===== src/rtl/damage_region_tracker_defines.svh =====
// Assertion macros used by the damage region tracker engine.
`ifndef DAMAGE_REGION_TRACKER_DEFINES_SVH
`define DAMAGE_REGION_TRACKER_DEFINES_SVH

// Assert that a condition implies a consequence in the same cycle.
`define DRT_ASSERT_IMP(label, clk, rst_n, ante, cons) \
	label: assert property (@(posedge clk) disable iff (!rst_n) (ante) |-> (cons)) \
		else $error("assertion failed");

// Assert that a condition implies a consequence in the next cycle.
`define DRT_ASSERT_NXT(label, clk, rst_n, ante, cons) \
	label: assert property (@(posedge clk) disable iff (!rst_n) (ante) |=> (cons)) \
		else $error("assertion failed");

`endif


===== src/rtl/drt_pkg.sv =====
`default_nettype none
package drt_pkg;
	localparam int MAX_REGIONS = 32;
	localparam int COORD_BITS = 12;
	localparam int SIZE_BITS = COORD_BITS + 1;
	localparam int IDX_BITS = (MAX_REGIONS > 1) ? $clog2(MAX_REGIONS) : 1;
	localparam int CNT_BITS = $clog2(MAX_REGIONS + 1);
	localparam int HELD_BITS = 6;
	localparam int FIFO_DEPTH = 2;

	localparam logic [1:0] CMD_ADD = 2'd0;
	localparam logic [1:0] CMD_QUERY = 2'd1;
	localparam logic [1:0] CMD_MARK = 2'd2;
	localparam logic [1:0] CMD_CLEAR = 2'd3;

	typedef struct packed {
		logic [COORD_BITS-1:0] x;
		logic [COORD_BITS-1:0] y;
		logic [SIZE_BITS-1:0] w;
		logic [SIZE_BITS-1:0] h;
	} box_t;

	typedef struct packed {
		logic [1:0] cmd;
		box_t       rect;
	} item_t;

	typedef struct packed {
		logic                 damaged;
		logic                 full_redraw_now;
		logic [HELD_BITS-1:0] regions_held;
	} result_t;

	function automatic logic overlap(box_t a, box_t b);
		logic [SIZE_BITS:0] ae, be, ab, bb;
		logic [SIZE_BITS:0] ax, bx, ay, by;
		ax = (SIZE_BITS+1)'(a.x);
		bx = (SIZE_BITS+1)'(b.x);
		ay = (SIZE_BITS+1)'(a.y);
		by = (SIZE_BITS+1)'(b.y);
		ae = ax + (SIZE_BITS+1)'(a.w);
		be = bx + (SIZE_BITS+1)'(b.w);
		ab = ay + (SIZE_BITS+1)'(a.h);
		bb = by + (SIZE_BITS+1)'(b.h);
		return (ax < be) && (bx < ae) && (ay < bb) && (by < ab);
	endfunction

	function automatic logic [COORD_BITS+SIZE_BITS-1:0] span(
		logic [COORD_BITS-1:0] ap, logic [SIZE_BITS-1:0] al,
		logic [COORD_BITS-1:0] bp, logic [SIZE_BITS-1:0] bl);
		logic [COORD_BITS-1:0] lo;
		logic [SIZE_BITS:0] ae, be, hi, l;
		logic [SIZE_BITS-1:0] len;
		lo = (ap < bp) ? ap : bp;
		ae = (SIZE_BITS+1)'(ap) + (SIZE_BITS+1)'(al);
		be = (SIZE_BITS+1)'(bp) + (SIZE_BITS+1)'(bl);
		hi = (ae > be) ? ae : be;
		l = hi - (SIZE_BITS+1)'(lo);
		len = l[SIZE_BITS] ? {SIZE_BITS{1'b1}} : l[SIZE_BITS-1:0];
		return {lo, len};
	endfunction
endpackage
`default_nettype wire


===== src/rtl/drt_front.sv =====
`default_nettype none
// Command queue between the input channel and the engine.
module drt_front import drt_pkg::*; (
	input  wire logic  clk,
	input  wire logic  arst_n,
	input  wire logic  push,
	output logic       full,
	input  wire item_t in_item,
	output logic       q_valid,
	output item_t      q_item,
	input  wire logic  q_take
);
	item_t mem_q [FIFO_DEPTH];
	logic [$clog2(FIFO_DEPTH)-1:0] wp_q, rp_q;
	logic [$clog2(FIFO_DEPTH):0] cnt_q;
	logic do_push, do_pop;

	assign full = (cnt_q == ($clog2(FIFO_DEPTH)+1)'(FIFO_DEPTH));
	assign q_valid = (cnt_q != '0);
	assign q_item = mem_q[rp_q];
	assign do_push = push && !full;
	assign do_pop = q_take && q_valid;

	always_ff @(posedge clk) begin
		if (do_push) begin
			mem_q[wp_q] <= in_item;
		end
	end

	always_ff @(posedge clk or negedge arst_n) begin
		if (!arst_n) begin
			wp_q <= '0;
			rp_q <= '0;
			cnt_q <= '0;
		end else begin
			if (do_push) begin
				wp_q <= wp_q + 1'b1;
			end
			if (do_pop) begin
				rp_q <= rp_q + 1'b1;
			end
			cnt_q <= cnt_q + ($clog2(FIFO_DEPTH)+1)'(do_push) - ($clog2(FIFO_DEPTH)+1)'(do_pop);
		end
	end
endmodule
`default_nettype wire


===== src/rtl/drt_engine.sv =====
`default_nettype none
`include "damage_region_tracker_defines.svh"
// Scans the region table entry by entry and applies each command.
module drt_engine import drt_pkg::*; (
	input  wire logic  clk,
	input  wire logic  arst_n,
	input  wire logic  q_valid,
	input  wire item_t q_item,
	output logic       q_take,
	output logic       res_valid,
	output result_t    res,
	input  wire logic  res_take
);
	typedef enum logic [2:0] {ST_IDLE, ST_READ, ST_CHECK, ST_WRITE, ST_DONE} state_t;

	state_t state_q;
	item_t item_q;
	box_t mem_q [MAX_REGIONS];
	box_t rd_q;
	logic [CNT_BITS-1:0] count_q, idx_q;
	logic full_redraw_q, damaged_q, hit_q;
	logic [IDX_BITS-1:0] wr_idx;
	box_t wr_box;
	logic wr_en;
	logic [COORD_BITS+SIZE_BITS-1:0] ux, uy;
	logic [HELD_BITS-1:0] held;

	assign ux = span(rd_q.x, rd_q.w, item_q.rect.x, item_q.rect.w);
	assign uy = span(rd_q.y, rd_q.h, item_q.rect.y, item_q.rect.h);
	assign q_take = (state_q == ST_IDLE);
	assign held = (count_q > CNT_BITS'(63)) ? HELD_BITS'(63) : HELD_BITS'(count_q);

	always_comb begin
		wr_en = (state_q == ST_WRITE);
		wr_idx = hit_q ? idx_q[IDX_BITS-1:0] : count_q[IDX_BITS-1:0];
		wr_box = hit_q ? box_t'{ux[SIZE_BITS+COORD_BITS-1:SIZE_BITS],
			uy[SIZE_BITS+COORD_BITS-1:SIZE_BITS],
			ux[SIZE_BITS-1:0], uy[SIZE_BITS-1:0]} : item_q.rect;
	end

	always_ff @(posedge clk) begin
		if (wr_en) begin
			mem_q[wr_idx] <= wr_box;
		end
		rd_q <= mem_q[idx_q[IDX_BITS-1:0]];
	end

	always_ff @(posedge clk or negedge arst_n) begin
		if (!arst_n) begin
			state_q <= ST_IDLE;
			count_q <= '0;
			idx_q <= '0;
			full_redraw_q <= 1'b0;
			damaged_q <= 1'b0;
			hit_q <= 1'b0;
			res_valid <= 1'b0;
			res <= '0;
			item_q <= '0;
		end else begin
			case (state_q)
				ST_IDLE: begin
					if (q_valid) begin
						item_q <= q_item;
						idx_q <= '0;
						hit_q <= 1'b0;
						damaged_q <= 1'b0;
						case (q_item.cmd)
							CMD_ADD: begin
								if (full_redraw_q) begin
									state_q <= ST_DONE;
								end else if (count_q >= CNT_BITS'(MAX_REGIONS)) begin
									full_redraw_q <= 1'b1;
									count_q <= '0;
									state_q <= ST_DONE;
								end else if (count_q == '0) begin
									state_q <= ST_WRITE;
								end else begin
									state_q <= ST_READ;
								end
							end
							CMD_QUERY: begin
								if (full_redraw_q) begin
									damaged_q <= 1'b1;
									state_q <= ST_DONE;
								end else if (count_q == '0) begin
									state_q <= ST_DONE;
								end else begin
									state_q <= ST_READ;
								end
							end
							CMD_MARK: begin
								full_redraw_q <= 1'b1;
								count_q <= '0;
								state_q <= ST_DONE;
							end
							default: begin
								full_redraw_q <= 1'b0;
								count_q <= '0;
								state_q <= ST_DONE;
							end
						endcase
					end
				end
				ST_READ: begin
					state_q <= ST_CHECK;
				end
				ST_CHECK: begin
					if (overlap(rd_q, item_q.rect)) begin
						if (item_q.cmd == CMD_ADD) begin
							hit_q <= 1'b1;
							state_q <= ST_WRITE;
						end else begin
							damaged_q <= 1'b1;
							state_q <= ST_DONE;
						end
					end else if (idx_q + 1'b1 >= count_q) begin
						state_q <= (item_q.cmd == CMD_ADD) ? ST_WRITE : ST_DONE;
					end else begin
						idx_q <= idx_q + 1'b1;
						state_q <= ST_READ;
					end
				end
				ST_WRITE: begin
					if (!hit_q) begin
						count_q <= count_q + 1'b1;
					end
					state_q <= ST_DONE;
				end
				ST_DONE: begin
					if (!res_valid || res_take) begin
						res_valid <= 1'b1;
						res <= '{damaged_q, full_redraw_q, held};
						state_q <= ST_IDLE;
					end
				end
				default: state_q <= ST_IDLE;
			endcase
			if (res_valid && res_take && !(state_q == ST_DONE)) begin
				res_valid <= 1'b0;
			end
		end
	end

	`DRT_ASSERT_IMP(a_cnt_max, clk, arst_n, 1'b1, count_q <= CNT_BITS'(MAX_REGIONS))
	`DRT_ASSERT_IMP(a_full_empty, clk, arst_n, state_q == ST_IDLE && full_redraw_q,
		count_q == '0)
	`DRT_ASSERT_NXT(a_take, clk, arst_n, q_valid && state_q == ST_IDLE, state_q != ST_IDLE)
endmodule
`default_nettype wire


===== src/rtl/damage_region_tracker.sv =====
`default_nettype none
// Channel   Handshake          Payload
// input     push / full        cmd, rect_x, rect_y, rect_w, rect_h
// result    pop / empty        damaged, full_redraw_now, regions_held
//
// Add and query scan the stored rectangles entry by entry (read, then
// compare), and the engine takes no new transaction until its result is registered.
// Mark, clear, an add to a full table, and add or query on an empty table or under full redraw skip the scan.
// Reset clears the count and the full-redraw flag; the table needs no clearing.
// A two-entry queue takes transactions while the engine works; a held
// result stalls only the engine.
module damage_region_tracker import drt_pkg::*; (
	input  wire logic                  clk,
	input  wire logic                  arst_n,
	input  wire logic                  push,
	output logic                       full,
	input  wire logic [1:0]            cmd,
	input  wire logic [COORD_BITS-1:0] rect_x,
	input  wire logic [COORD_BITS-1:0] rect_y,
	input  wire logic [SIZE_BITS-1:0]  rect_w,
	input  wire logic [SIZE_BITS-1:0]  rect_h,
	output logic                       empty,
	input  wire logic                  pop,
	output logic                       damaged,
	output logic                       full_redraw_now,
	output logic [HELD_BITS-1:0]       regions_held
);
	item_t in_item, q_item;
	logic q_valid, q_take, res_valid;
	result_t res;

	assign in_item = '{cmd, '{rect_x, rect_y, rect_w, rect_h}};

	// Front: queue of accepted commands.
	drt_front u_front (
		.clk, .arst_n, .push, .full, .in_item,
		.q_valid, .q_item, .q_take
	);

	// Back: table scan and update, with a registered result.
	drt_engine u_engine (
		.clk, .arst_n, .q_valid, .q_item, .q_take,
		.res_valid, .res, .res_take(pop)
	);

	assign empty = !res_valid;
	assign damaged = res.damaged;
	assign full_redraw_now = res.full_redraw_now;
	assign regions_held = res.regions_held;
endmodule
`default_nettype wire

===== config.mk =====
export PLATFORM = sky130hd
export DESIGN_NAME = damage_region_tracker
export DESIGN_NICKNAME = d
export VERILOG_FILES = /design/src/rtl/drt_pkg.sv /design/src/rtl/drt_front.sv /design/src/rtl/drt_engine.sv /design/src/rtl/damage_region_tracker.sv
export VERILOG_INCLUDE_DIRS = /design/src /design/src/rtl
export SDC_FILE = /design/constraint.sdc
export NUM_CORES = 2
export LEC_CHECK = 0
export BUFFER_PORTS_ARGS = -buffer_cell sky130_fd_sc_hd__buf_2
export CAP_MARGIN = 30
export CORE_ASPECT_RATIO = 1.25
export CORE_MARGIN = 5
export CORE_UTILIZATION = 56
export CTS_BUF_LIST = sky130_fd_sc_hd__clkbuf_4
export DETAILED_ROUTE_END_ITERATION = 6
export PLACE_DENSITY = 0.78
export REMOVE_ABC_BUFFERS = 1
export SETUP_SLACK_MARGIN = 0.02
export SKIP_LAST_GASP = 1
export SYNTH_ARGS = -nofsm -noshare
export SYNTH_HDL_FRONTEND = slang
export SYNTH_SLANG_ARGS = --single-unit

===== constraint.sdc =====
create_clock -name clk -period 22.9 [get_ports clk]
set_clock_uncertainty 0.05 [all_clocks]
set_input_delay 3.435 -clock clk [delete_from_list [all_inputs] [get_ports clk]]
set_output_delay 3.435 -clock clk [all_outputs]
set_load 0.005 [all_outputs]

==> Implementation_results.wiki <==
{| class="wikitable"
! Metric !! Value
|-
| Pwr Density || ~120 mW/mm²
|-
| Vias in the first global route || 40.9k
|-
| Worst skew pair latency || 1300 ps
|-
| Layout-stage area growth over the synthesis result || 11.2%
|-
| Result of the run || completed
|-
| Gp weighted congestion || ~0.89
|-
| Hold Path Depth || 2
|-
| Maximum buffer depth of the clock tree || 4
|-
| Routed Wire Length || roughly 180 mm
|-
| Placeable Area || 0.135 mm²
|-
| Setup repair after global routing missed its margin || no
|-
| Sequential cell area fraction in the yosys report || 0.716
|-
| Switching fraction of total power || 0.321
|-
| Most area-consuming cells after synthesis || sky130_fd_sc_hd__edfxtp_1 (68%), sky130_fd_sc_hd__mux4_2 (15%), sky130_fd_sc_hd__ha_1 (2.8%), sky130_fd_sc_hd__dfrtp_1 (2.7%), sky130_fd_sc_hd__dfxtp_1 (1.3%)
|-
| Cell internal pwr || 6.58 mW
|-
| Die W || 339 µm
|-
| Post-detailed-route DRC marker count || 0
|-
| Total global routing track utilization || 0.254
|-
| CTS clock-pin slew for the worst setup and hold paths || 60 ps
|-
| Post-Synthesis Cell Area || about 0.076 mm²
|-
| Row Count || around 150
|-
| Library cell with the largest summed area after synthesis || sky130_fd_sc_hd__edfxtp_1
|-
| Net switching power of the design || just over 3 mW
|-
| Crit path kind || flop to flop
|-
| Total via count after detailed routing || around 40k
|-
| Part of the total power dissipated in the clock network || 0.256
|-
| Family of cells with the greatest summed delay on the critical path || compound AO/OA/AOI/OAI gates
|-
| Root buf cell || sky130_fd_sc_hd__clkbuf_4
|-
| Class of the worst hold path || flop to flop
|-
| Y dimension of the die || 421 µm
|-
| Share of the core filled with cells in the final layout || 0.624
|-
| Top-count cell post-synth || sky130_fd_sc_hd__edfxtp_1
|-
| IO Port Bufs || 65
|-
| H-tree level count || 5
|-
| Share of total power in sequential cells || 0.469
|-
| Final setup vio count || 0
|-
| Number of vias per cell after detailed routing || between 6 and 7
|-
| Post-CTS setup buffer count || 0
|-
| Number of antenna violations at the first check in global routing || 6
|-
| Post-synthesis async set-or-reset flop share || 0.0452
|-
| Fillers || about 9.1k
|-
| Yosys cell types || between 100 and 150
|-
| Commonest register cell after synthesis || sky130_fd_sc_hd__edfxtp_1
|-
| Largest incremental delay on the critical path || around 750 ps
|-
| Post-DRT Antenna Nets || 0
|-
| TritonCTS clock tree || done
|-
| Hold Vio Cnt, Final || 0
|-
| CTS Hold Buffers Added || 0
|-
| Routed len/inst || approximately 29 µm
|-
| Reg2Reg Depth || 28
|-
| Critical-path top delay cell || sky130_fd_sc_hd__nand3_1
|-
| Overflow left after global routing || 0
|-
| Kind of launch point of the worst setup path || flop
|-
| Sinks on the clock net || roughly 1.8k
|-
| R2R setup slack || between 10000 and 15000 ps
|-
| Number of warning messages in the yosys log || 0
|-
| Reg2reg end || u_engine.mem_q[7][8]
|-
| Comb power frac || 0.276
|-
| Worst path required time || 23470 ps
|-
| Count of instances resized after the clock tree is built || 0
|-
| Total CTS buffers || about 430
|-
| Leakage power total || 27.8 nW
|-
| Number of top-level pins || 66
|-
| Origin of the worst min-delay path || u_engine.res[5]
|-
| First-pass iteration count of the detailed router || 5
|-
| Area share of the largest cell type after synthesis || 0.675
|-
| Worst min-delay path endpoint || u_engine.res[5]
|-
| First-pass GRT wire length || ~260 mm
|-
| Number of max-slew violations in the final report || 0
|-
| Worst vdd ir || between 0.08 and 0.09 mV
|-
| Number of enable flip-flop cells after synthesis || approximately 1.7k
|-
| HPWL Detailed || 99.2 mm
|-
| Setup Total Neg Slack || 0 ps
|-
| Worst endpoint data arrival time || around 9200 ps
|-
| Max capacitance violation total || 0
|-
| Post-Syn Area per Cell || slightly below 20 µm²
|-
| Post-Syn Instances || 3819
|-
| Register bit count reported by yosys || roughly 1.8k
|-
| Worst setup EP type || flop
|-
| Largest driver fanout on the critical path || 32
|-
| Worst-margin pin slew || between 1000 and 1500 ps
|-
| Peak Freq || around 120 MHz
|-
| Starting density of the core || 0.561
|-
| Post-layout min period || approximately 8600 ps
|-
| Die footprint || around 0.14 mm²
|-
| Maximum number of pins on one net before global-route repair || 128
|-
| Iteration-0 DRC count of the detailed router || 4962
|-
| Buffer and inverter count on the worst path || 2
|-
| Fraction of final layout cells with drive strength greater than 1 || 0.323
|-
| Startpoint of the lowest-slack register-to-register path || u_engine.item_q[26]
|-
| Headroom to the max-slew limit || 0.267
|-
| Ranking of synthesized cells by instance count || sky130_fd_sc_hd__edfxtp_1 (1704), sky130_fd_sc_hd__mux4_2 (500), sky130_fd_sc_hd__ha_1 (168)
|-
| Net count reported at finish || between 4k and 5k
|-
| Period utilization || 0.375
|}
[metal layers]
layer | global-route usage | share of wire | wire (µm)
met5 | 0.00840 | 0.00093 | 169
met4 | 0.0956 | 0.034 | 6210
met3 | 0.0692 | 0.11 | 19500
met2 | 0.406 | 0.49 | 88800
met1 | 0.340 | 0.37 | 67000
[power by group through the flow]
stage / sequential [mW] / combinational [mW] / clock, mW
after floorplan: 4.60 / 1.80 / 0
after global placement: 4.61 / 2.50 / 0
after detailed placement: 4.62 / 2.61 / 0
after CTS: 4.55 / 2.62 / 2.54
after global routing: 4.56 / 2.94 / 2.73
final: 4.55 / 2.67 / 2.48
[how the worst max path moves through the flow]
stage | startpoint | slack, ps | depth (start not counted) | end
floorplan | u_engine.idx_q[0] | 4920 | 10 | u_engine.idx_q[0]
global placement | u_engine.item_q[26] | 14810 | 28 | u_engine.mem_q[4][8]
detailed placement | u_engine.item_q[26] | 14630 | 28 | u_engine.mem_q[16][8]
CTS | u_engine.item_q[26] | 14450 | 28 | u_engine.mem_q[7][8]
global route | u_engine.item_q[26] | 13590 | 28 | u_engine.mem_q[7][8]
finish | u_engine.item_q[26] | 14310 | 28 | u_engine.mem_q[7][8]
[worst min-delay path, delay by kind of cell, from the launching register on]
kind | cells | cell delay [ps]
flops | 1 | 340
compound gates | 1 | 60
simple gates | 1 | 50
[area by class of cell]
| class | count | area [µm²] | share of cell area |
|---|---|---|---|
| inverter | 90 | 338 | 0.00401 |
| tap | 1759 | 2200 | 0.0261 |
| clock inverter | 124 | 548 | 0.00650 |
| multi-input combinational | 1732 | 20900 | 0.248 |
| sequential | 1837 | 54300 | 0.644 |
| timing repair buffer | 155 | 1340 | 0.0159 |
| clock buffer | 621 | 4660 | 0.0553 |
| antenna | 5 | 12.5 | 0.000149 |
[cell usage in the layout (no fill, tap or decap), drive strengths merged, types with 14 or more instances in the layout]
cell	netlist	final
a211oi	35	35
a21o	37	37
a21oi	74	74
buf	29	155
clkbuf	131	621
clkinv	1	116
dfrtp	83	83
dfxtp	50	50
edfxtp	1704	1704
ha	168	168
inv	89	94
mux2	80	80
mux2i	84	84
mux4	500	500
nand2	155	155
nand2b	18	18
nand3	26	26
nor2	97	97
nor2b	16	16
nor3	28	28
o211ai	23	23
o21a	16	16
o21ai	148	148
o21bai	14	14
xnor2	42	42
xor2	21	21
[sequential cells by signal, indices dropped and copies added, names as in the netlist]
register / count
u_engine.count_q: 6
u_engine.damaged_q: 1
u_engine.full_redraw_q: 1
u_engine.hit_q: 1
u_engine.idx_q: 6
u_engine.item_q: 52
u_engine.mem_q: 1600
u_engine.rd_q: 50
u_engine.res: 8
u_engine.res_valid: 1
u_engine.state_q: 3
u_front.cnt_q: 2
u_front.mem_q: 104
u_front.rp_q: 1
u_front.wp_q: 1
[through the flow]
| step | area, µm² | hold slack [ps] | setup slack, ps | std cells | power (mW) |
|---|---|---|---|---|---|
| global route | 84300 | 461 | 13590 | 6323 | 10.2 |
| finish | 84300 | 428 | 14310 | 6323 | 9.70 |
| floorplan | 75200 | 401 | 4920 | 3659 | 6.40 |
| CTS | 84200 | 434 | 14450 | 6314 | 9.70 |
| global placement | 78600 | 408 | 14810 | 5558 | 7.11 |
| detailed placement | 78900 | 420 | 14630 | 5569 | 7.23 |
[logic make-up after synthesis]
family / Yosys count / share of synthesized area
adder cells (fa/ha/maj): 176 / 0.0296
XOR/XNOR: 64 / 0.00787
AO/OA/AOI/OAI: 429 / 0.0381
buffers and inverters: 250 / 0.0126
multiplexers: 664 / 0.172
flip-flops: 1837 / 0.716
AND/OR/NAND/NOR: 399 / 0.0246
Power figures use the tool's default switching activity.
